## config.mk

```make
export PLATFORM = sky130hd
export DESIGN_NAME = ssx_ctrl
export DESIGN_NICKNAME = d
export VERILOG_FILES = /design/src/hw/rtl/assert_macros.svh /design/src/hw/rtl/ssx_pkg.sv /design/src/hw/rtl/ssx_ctrl.sv
export SDC_FILE = /design/constraint.sdc
export NUM_CORES = 1
export LEC_CHECK = 0
export BUFFER_PORTS_ARGS = -buffer_cell sky130_fd_sc_hd__buf_4
export CORE_MARGIN = 8
export CORE_UTILIZATION = 40
export DETAILED_ROUTE_END_ITERATION = 7
export GPL_TIMING_DRIVEN = 0
export PLACE_DENSITY = 0.64
export SLEW_MARGIN = 0
export SYNTH_ARGS = -nofsm -noshare
export SYNTH_HDL_FRONTEND = slang
export SYNTH_SLANG_ARGS = --single-unit
```

## constraint.sdc

```tcl
create_clock -name clk_i -period 2 [get_ports clk_i]
set_clock_uncertainty 0.1 [all_clocks]
set_input_delay 0.1 -clock clk_i [delete_from_list [all_inputs] [get_ports clk_i]]
set_output_delay 0.1 -clock clk_i [all_outputs]
set_load 0.005 [all_outputs]
```

## src/hw/rtl/assert_macros.svh

```systemverilog
// assertion macros shared by the rtl
`ifndef ASSERT_MACROS_SVH
`define ASSERT_MACROS_SVH

`ifndef ASSERT_OFF

// property must hold at every clock edge outside reset
`define ASSERT_I(label, clk, rst_n, prop) \
  label: assert property (@(posedge clk) disable iff (!(rst_n)) (prop)) \
    else $error("assertion failed");

// property must never hold outside reset
`define ASSERT_NEVER(label, clk, rst_n, prop) \
  label: assert property (@(posedge clk) disable iff (!(rst_n)) !(prop)) \
    else $error("forbidden condition seen");

`else

`define ASSERT_I(label, clk, rst_n, prop)
`define ASSERT_NEVER(label, clk, rst_n, prop)

`endif

`endif

```

## src/hw/rtl/ssx_pkg.sv

```systemverilog
`default_nettype none

package ssx_pkg;

  localparam int unsigned CfgIdxW  = 3;
  localparam int unsigned CfgDataW = 64;

  // configuration register indexes
  localparam logic [CfgIdxW-1:0] CFG_KEY0  = 3'd0;
  localparam logic [CfgIdxW-1:0] CFG_KEY1  = 3'd1;
  localparam logic [CfgIdxW-1:0] CFG_KEY2  = 3'd2;
  localparam logic [CfgIdxW-1:0] CFG_KEY3  = 3'd3;
  localparam logic [CfgIdxW-1:0] CFG_NONCE = 3'd4;
  localparam logic [CfgIdxW-1:0] CFG_START = 3'd5;

  localparam logic [31:0] SIGMA0 = 32'h6170_7865;
  localparam logic [31:0] SIGMA1 = 32'h3320_646e;
  localparam logic [31:0] SIGMA2 = 32'h7962_2d32;
  localparam logic [31:0] SIGMA3 = 32'h6b20_6574;

  // word indexes a, b, c, d of each quarter-round lane, column half then row half
  localparam logic [3:0] QR_IDX [2][4][4] = '{
    '{ '{4'd0,  4'd4,  4'd8,  4'd12},
       '{4'd5,  4'd9,  4'd13, 4'd1 },
       '{4'd10, 4'd14, 4'd2,  4'd6 },
       '{4'd15, 4'd3,  4'd7,  4'd11} },
    '{ '{4'd0,  4'd1,  4'd2,  4'd3 },
       '{4'd5,  4'd6,  4'd7,  4'd4 },
       '{4'd10, 4'd11, 4'd8,  4'd9 },
       '{4'd15, 4'd12, 4'd13, 4'd14} }
  };

  typedef enum logic [2:0] {
    ST_IDLE,
    ST_LOAD,
    ST_ROUND,
    ST_FEED,
    ST_EMIT
  } ssx_state_e;

  typedef struct packed {
    logic       in_ready;
    logic       in_accept;  // word taken on the input this cycle
    logic       direct;     // word accepted and answered from the current block
    logic       load_init;
    logic       round_en;
    logic       half;       // 0 column round, 1 row round
    logic [1:0] step;       // step inside the quarter-round
    logic       feed;
    logic       emit;
  } ssx_cmd_t;

  typedef struct packed {
    logic need_block;
    logic out_free;
  } ssx_status_t;

  // rotate for each quarter-round step
  function automatic logic [31:0] qr_rot(input logic [31:0] v, input logic [1:0] step);
    logic [31:0] r;
    case (step)
      2'd0:    r = {v[24:0], v[31:25]};
      2'd1:    r = {v[22:0], v[31:23]};
      2'd2:    r = {v[18:0], v[31:19]};
      default: r = {v[13:0], v[31:14]};
    endcase
    return r;
  endfunction

endpackage

`default_nettype wire

```

## src/hw/rtl/ssx_ctrl.sv

```systemverilog
`default_nettype none

module ssx_ctrl #(
  parameter int unsigned DOUBLE_ROUNDS = 10
) (
  input  wire logic                clk_i,
  input  wire logic                rst_ni,
  input  wire logic                in_valid_i,
  input  wire ssx_pkg::ssx_status_t status_i,
  output ssx_pkg::ssx_cmd_t        cmd_o
);
  import ssx_pkg::*;

  localparam int unsigned RndW = (DOUBLE_ROUNDS > 1) ? $clog2(DOUBLE_ROUNDS) : 1;
  localparam logic [RndW-1:0] RndLast = RndW'(DOUBLE_ROUNDS - 1);

  ssx_state_e      state_q, state_d;
  logic [1:0]      step_q, step_d;
  logic            half_q, half_d;
  logic [RndW-1:0] rnd_q, rnd_d;
  logic            in_ready;
  logic            accept;
  logic            rounds_done;

  assign in_ready    = (state_q == ST_IDLE) && status_i.out_free;
  assign accept      = in_ready && in_valid_i;
  assign rounds_done = (rnd_q == RndLast) && half_q && (step_q == 2'd3);

  // next state
  always_comb begin
    state_d = state_q;
    unique case (state_q)
      ST_IDLE:  if (accept && status_i.need_block) state_d = ST_LOAD;
      ST_LOAD:  state_d = ST_ROUND;
      ST_ROUND: if (rounds_done) state_d = ST_FEED;
      ST_FEED:  state_d = ST_EMIT;
      ST_EMIT:  if (status_i.out_free) state_d = ST_IDLE;
      default:  state_d = ST_IDLE;
    endcase
  end

  // round counters: step, then half, then double round
  always_comb begin
    step_d = step_q;
    half_d = half_q;
    rnd_d  = rnd_q;
    if (state_q == ST_LOAD) begin
      step_d = 2'd0;
      half_d = 1'b0;
      rnd_d  = '0;
    end else if (state_q == ST_ROUND) begin
      step_d = step_q + 2'd1;
      if (step_q == 2'd3) begin
        half_d = ~half_q;
        if (half_q) rnd_d = rnd_q + RndW'(1);
      end
    end
  end

  // outputs
  always_comb begin
    cmd_o           = '0;
    cmd_o.in_ready  = in_ready;
    cmd_o.in_accept = accept;
    cmd_o.half      = half_q;
    cmd_o.step      = step_q;
    unique case (state_q)
      ST_IDLE:  cmd_o.direct    = accept && !status_i.need_block;
      ST_LOAD:  cmd_o.load_init = 1'b1;
      ST_ROUND: cmd_o.round_en  = 1'b1;
      ST_FEED:  cmd_o.feed      = 1'b1;
      ST_EMIT:  cmd_o.emit      = status_i.out_free;
      default:  cmd_o.direct    = 1'b0;
    endcase
  end

  always_ff @(posedge clk_i or negedge rst_ni) begin
    if (!rst_ni) begin
      state_q <= ST_IDLE;
      step_q  <= 2'd0;
      half_q  <= 1'b0;
      rnd_q   <= '0;
    end else begin
      state_q <= state_d;
      step_q  <= step_d;
      half_q  <= half_d;
      rnd_q   <= rnd_d;
    end
  end

endmodule

`default_nettype wire

```

==> qor.log <==
INFO  run_status     outcome=complete, no violations
INFO  clock_network  postCtsSetupBuffers=0
INFO  setup_path     worst-path-max-fanout=6
INFO  clock_network  cts.reportedPaths.clkPinSlew=0.06ns
INFO  placed_design  placed_cells=86
INFO  clock_network  cts_htree_levels=1
INFO  grt            grt_pass1_wl=2.021mm
INFO  setup_path     timing.critical_path.slowest_stage_cell=sky130_fd_sc_hd__nor4b_1
INFO  die            core_region_area=1285um^2
INFO  setup_path     crit_path_max_incr_delay=0.48ns
INFO  final_layout   seq_area=250.2um^2
INFO  setup_path     setup.reg_to_reg.worst_slack=0.32ns
INFO  yosys          synth-main-ff-cell=sky130_fd_sc_hd__dfrtp_1
INFO  drt            routed_wire_length_per_instance=13.87um
INFO  drt            vias=474
INFO  placed_design  io_buffer_count=14
INFO  grt            via_count_of_the_first_global_routing_pass=476
INFO  final_layout   nNetsFinal=86
INFO  clock_network  cts_max_path_buffers=2
INFO  die            initial_core_utilization=42.45%
INFO  clock_network  clock_latency_late_sink=0.26ns
INFO  die            boundaryPins=15
INFO  final_layout   layout.filler_cells=127
INFO  timing         slew_margin_rel=67.37%
INFO  final_layout   mostFrequentLayoutCells=sky130_fd_sc_hd__buf_4 (17), sky130_fd_sc_hd__dfrtp_1 (10), sky130_fd_sc_hd__nand2_1 (7)
INFO  drt            drt_first_pass_iters=4
INFO  clock_network  hold_buffers=2
INFO  clock_network  number_of_buffers_created_by_cts=3
INFO  die            placementRows=13
INFO  final_layout   multi_input_logic_area=245.2um^2
INFO  setup_path     regToRegEndpoint=rnd_q[3]
INFO  drt            drt_first_iter_violations=7
INFO  drt            detail_route.drc_violations=0
INFO  setup_path     worst-r2r-cell-count=3
INFO  final_layout   utilization=55.40%
INFO  yosys          count_of_mapped_cells_out_of_synthesis=57
INFO  grt            grt_antenna_before_repair=0
INFO  grt            grt-ovfl-total=0
INFO  placed_design  detailedPlacementHpwl=880.1um
INFO  yosys          synth_area_per_cell=9.571um^2
INFO  worst_hold_path worstHoldPathCells=2
INFO  timing         number_of_endpoints_failing_setup_at_the_final_stage=0
INFO  yosys          synth-edff-count=0
INFO  placed_design  gp_congestion=0.7178
INFO  power          power.static_leakage=0.0003677uW
INFO  drt            route.antenna.remaining_nets=0
INFO  flow_run       max-cap-violations=0
INFO  yosys          mappedNetlistNets=65
INFO  setup_path     critical_path.cell_chain=nor4b_1, nand2_1, inv_1, buf_4, buf_4
INFO  timing         worst_pin_slew=0.4826ns
INFO  setup_path     worst-setup-path-type=register to output port
INFO  setup_path     critical_path.most_common_cell=sky130_fd_sc_hd__buf_4
INFO  die            die_x=52.93um
INFO  timing         final_hold_fails=0
INFO  yosys          synth_cell_types=23
INFO  final_layout   diodes=0
INFO  die            die_h=52.93um
INFO  final_layout   final_cells=91
INFO  clock_network  cts-root-buf=sky130_fd_sc_hd__clkbuf_4
INFO  grt            grt_use_total=9.751%
INFO  setup_path     critical_path.endpoint_type=output port
INFO  power          ir_worst_vdd=0.5043mV
INFO  timing         grt_setup_unrepaired=false
INFO  timing         final_max_slew_viol_count=0
INFO  clock_network  tritoncts_clock_tree=yes
INFO  power          pwr_density_cell=1084nW/um^2
INFO  final_layout   mostFrequentLayoutCell=sky130_fd_sc_hd__buf_4
INFO  yosys          postSynthRegisterBits=10
INFO  grt            largest_net_degree_at_the_start_of_global_routing=11
INFO  timing         fmax=0.5679GHz
INFO  setup_path     worstReg2RegStart=state_q[2]
INFO  clock_network  tritoncts_num_sinks=10
INFO  drt            wl=1.262mm
INFO  worst_hold_path whs_endpoint=state_q[0]
INFO  setup_path     element_type_at_the_critical_path_start=register
INFO  timing         final.min_clock_period=1.761ns
INFO  setup_path     worst_ep_required_time=1.80ns
INFO  timing         period_share=88.05%
INFO  yosys          asyncSetResetFlopFracSynth=100.0%
INFO  setup_path     top_delay_family_on_crit_path=simple AND/OR/NAND/NOR gates
INFO  worst_hold_path worst_hold_startpoint=status_i[1]
INFO  timing         setup_tns=0ns
INFO  setup_path     critical_path.n_buffers_inverters=3
INFO  final_layout   drive_above_1_share=30.26%
INFO  drt            via_per_inst=5.209
INFO  worst_hold_path holdCritPathClass=input port to register
INFO  die            floorplan.die_area=2802um^2
INFO  final_layout   area_delta_synth_final=30.50%
INFO  yosys          syn_area=545.5um^2
INFO  setup_path     crit_arrival=1.56ns
INFO  yosys          yosysWarningCount=0
INFO  clock_network  cts_resized=0
INFO  yosys          synth-seq-area-share=45.87%
==> flip-flops by register name, indices dropped and copies added, names as in the netlist <==
name,flops
step_q,2
rnd_q,4
half_q,1
state_q,3
==> per-layer routing <==
metal,vias to the layer above,wire (um),global-route usage (%)
met2,10,648,15.43
met3,2,57,5.322
met5,-,0,0
met1,223,547,11.06
met4,0,9,2.586
li1,239,-,-
==> synthesized netlist by cell type (2+ instances only) <==
cell	number	area (um^2)
sky130_fd_sc_hd__nor2_1	3	11.26
sky130_fd_sc_hd__o21ai_0	2	10.01
sky130_fd_sc_hd__buf_4	3	22.52
sky130_fd_sc_hd__inv_1	6	22.52
sky130_fd_sc_hd__a21oi_1	3	15.01
sky130_fd_sc_hd__ha_1	3	37.54
sky130_fd_sc_hd__nand3_1	3	15.01
sky130_fd_sc_hd__nand2_1	7	26.28
sky130_fd_sc_hd__nor4b_1	2	17.52
sky130_fd_sc_hd__dfrtp_1	10	250.2
sky130_fd_sc_hd__o31ai_1	2	15.01
sky130_fd_sc_hd__or4_1	2	15.01
==> cells by family (layout without fill, tap and decap cells) <==
kind of cell    Yosys count  in the layout  share of synthesized area (%)
buf+inv                  10             29                          9.173
compound gates           10             10                          11.70
simple gates             23             23                          24.54
fa+ha+maj                 3              3                          6.881
flops                    10             10                          45.87
mux                       1              1                          1.835
==> final cells by class <==
type / instances / area share, %
sequential: 10 / 35.15
buffer: 4 / 3.866
multi-input combinational: 37 / 34.45
timing repair buffer: 16 / 17.57
clock buffer: 3 / 3.163
tap: 15 / 2.636
inverter: 6 / 3.163
==> through the flow <==
step / total power, uW / hold slack, ns / setup WS, ns / instance area (um^2)
2_1_floorplan: 497.2 / -0.2956 / 0.4265 / 545.5
3_3_place_gp: 629.7 / -0.1628 / 0.3610 / 669.4
3_5_place_dp: 637.0 / -0.1626 / 0.3230 / 669.4
4_1_cts: 776.0 / 0.004390 / 0.2258 / 711.9
5_1_grt: 837.8 / 0.02858 / 0.09516 / 711.9
6_report: 771.9 / 0.002261 / 0.2391 / 711.9
==> worst max path at each step <==
stage / startpoint / to / slack, ns / depth (start not counted)
global route: state_q[2] / cmd_o[8] / 0.1 / 5
CTS: state_q[0] / cmd_o[8] / 0.23 / 5
finish: state_q[0] / cmd_o[8] / 0.24 / 5
global placement: state_q[2] / rnd_q[3] / 0.36 / 3
floorplan: state_q[2] / rnd_q[3] / 0.43 / 3
detailed placement: state_q[2] / rnd_q[3] / 0.32 / 3
==> report_power, final <==
| group | internal [uW] | switching, uW |
|---|---|---|
| sequential | 261 | 63.9 |
| combinational | 166 | 146 |
| clock | 69.4 | 65.8 |
| total | 497 | 275 |
Power figures use the tool's default switching activity.
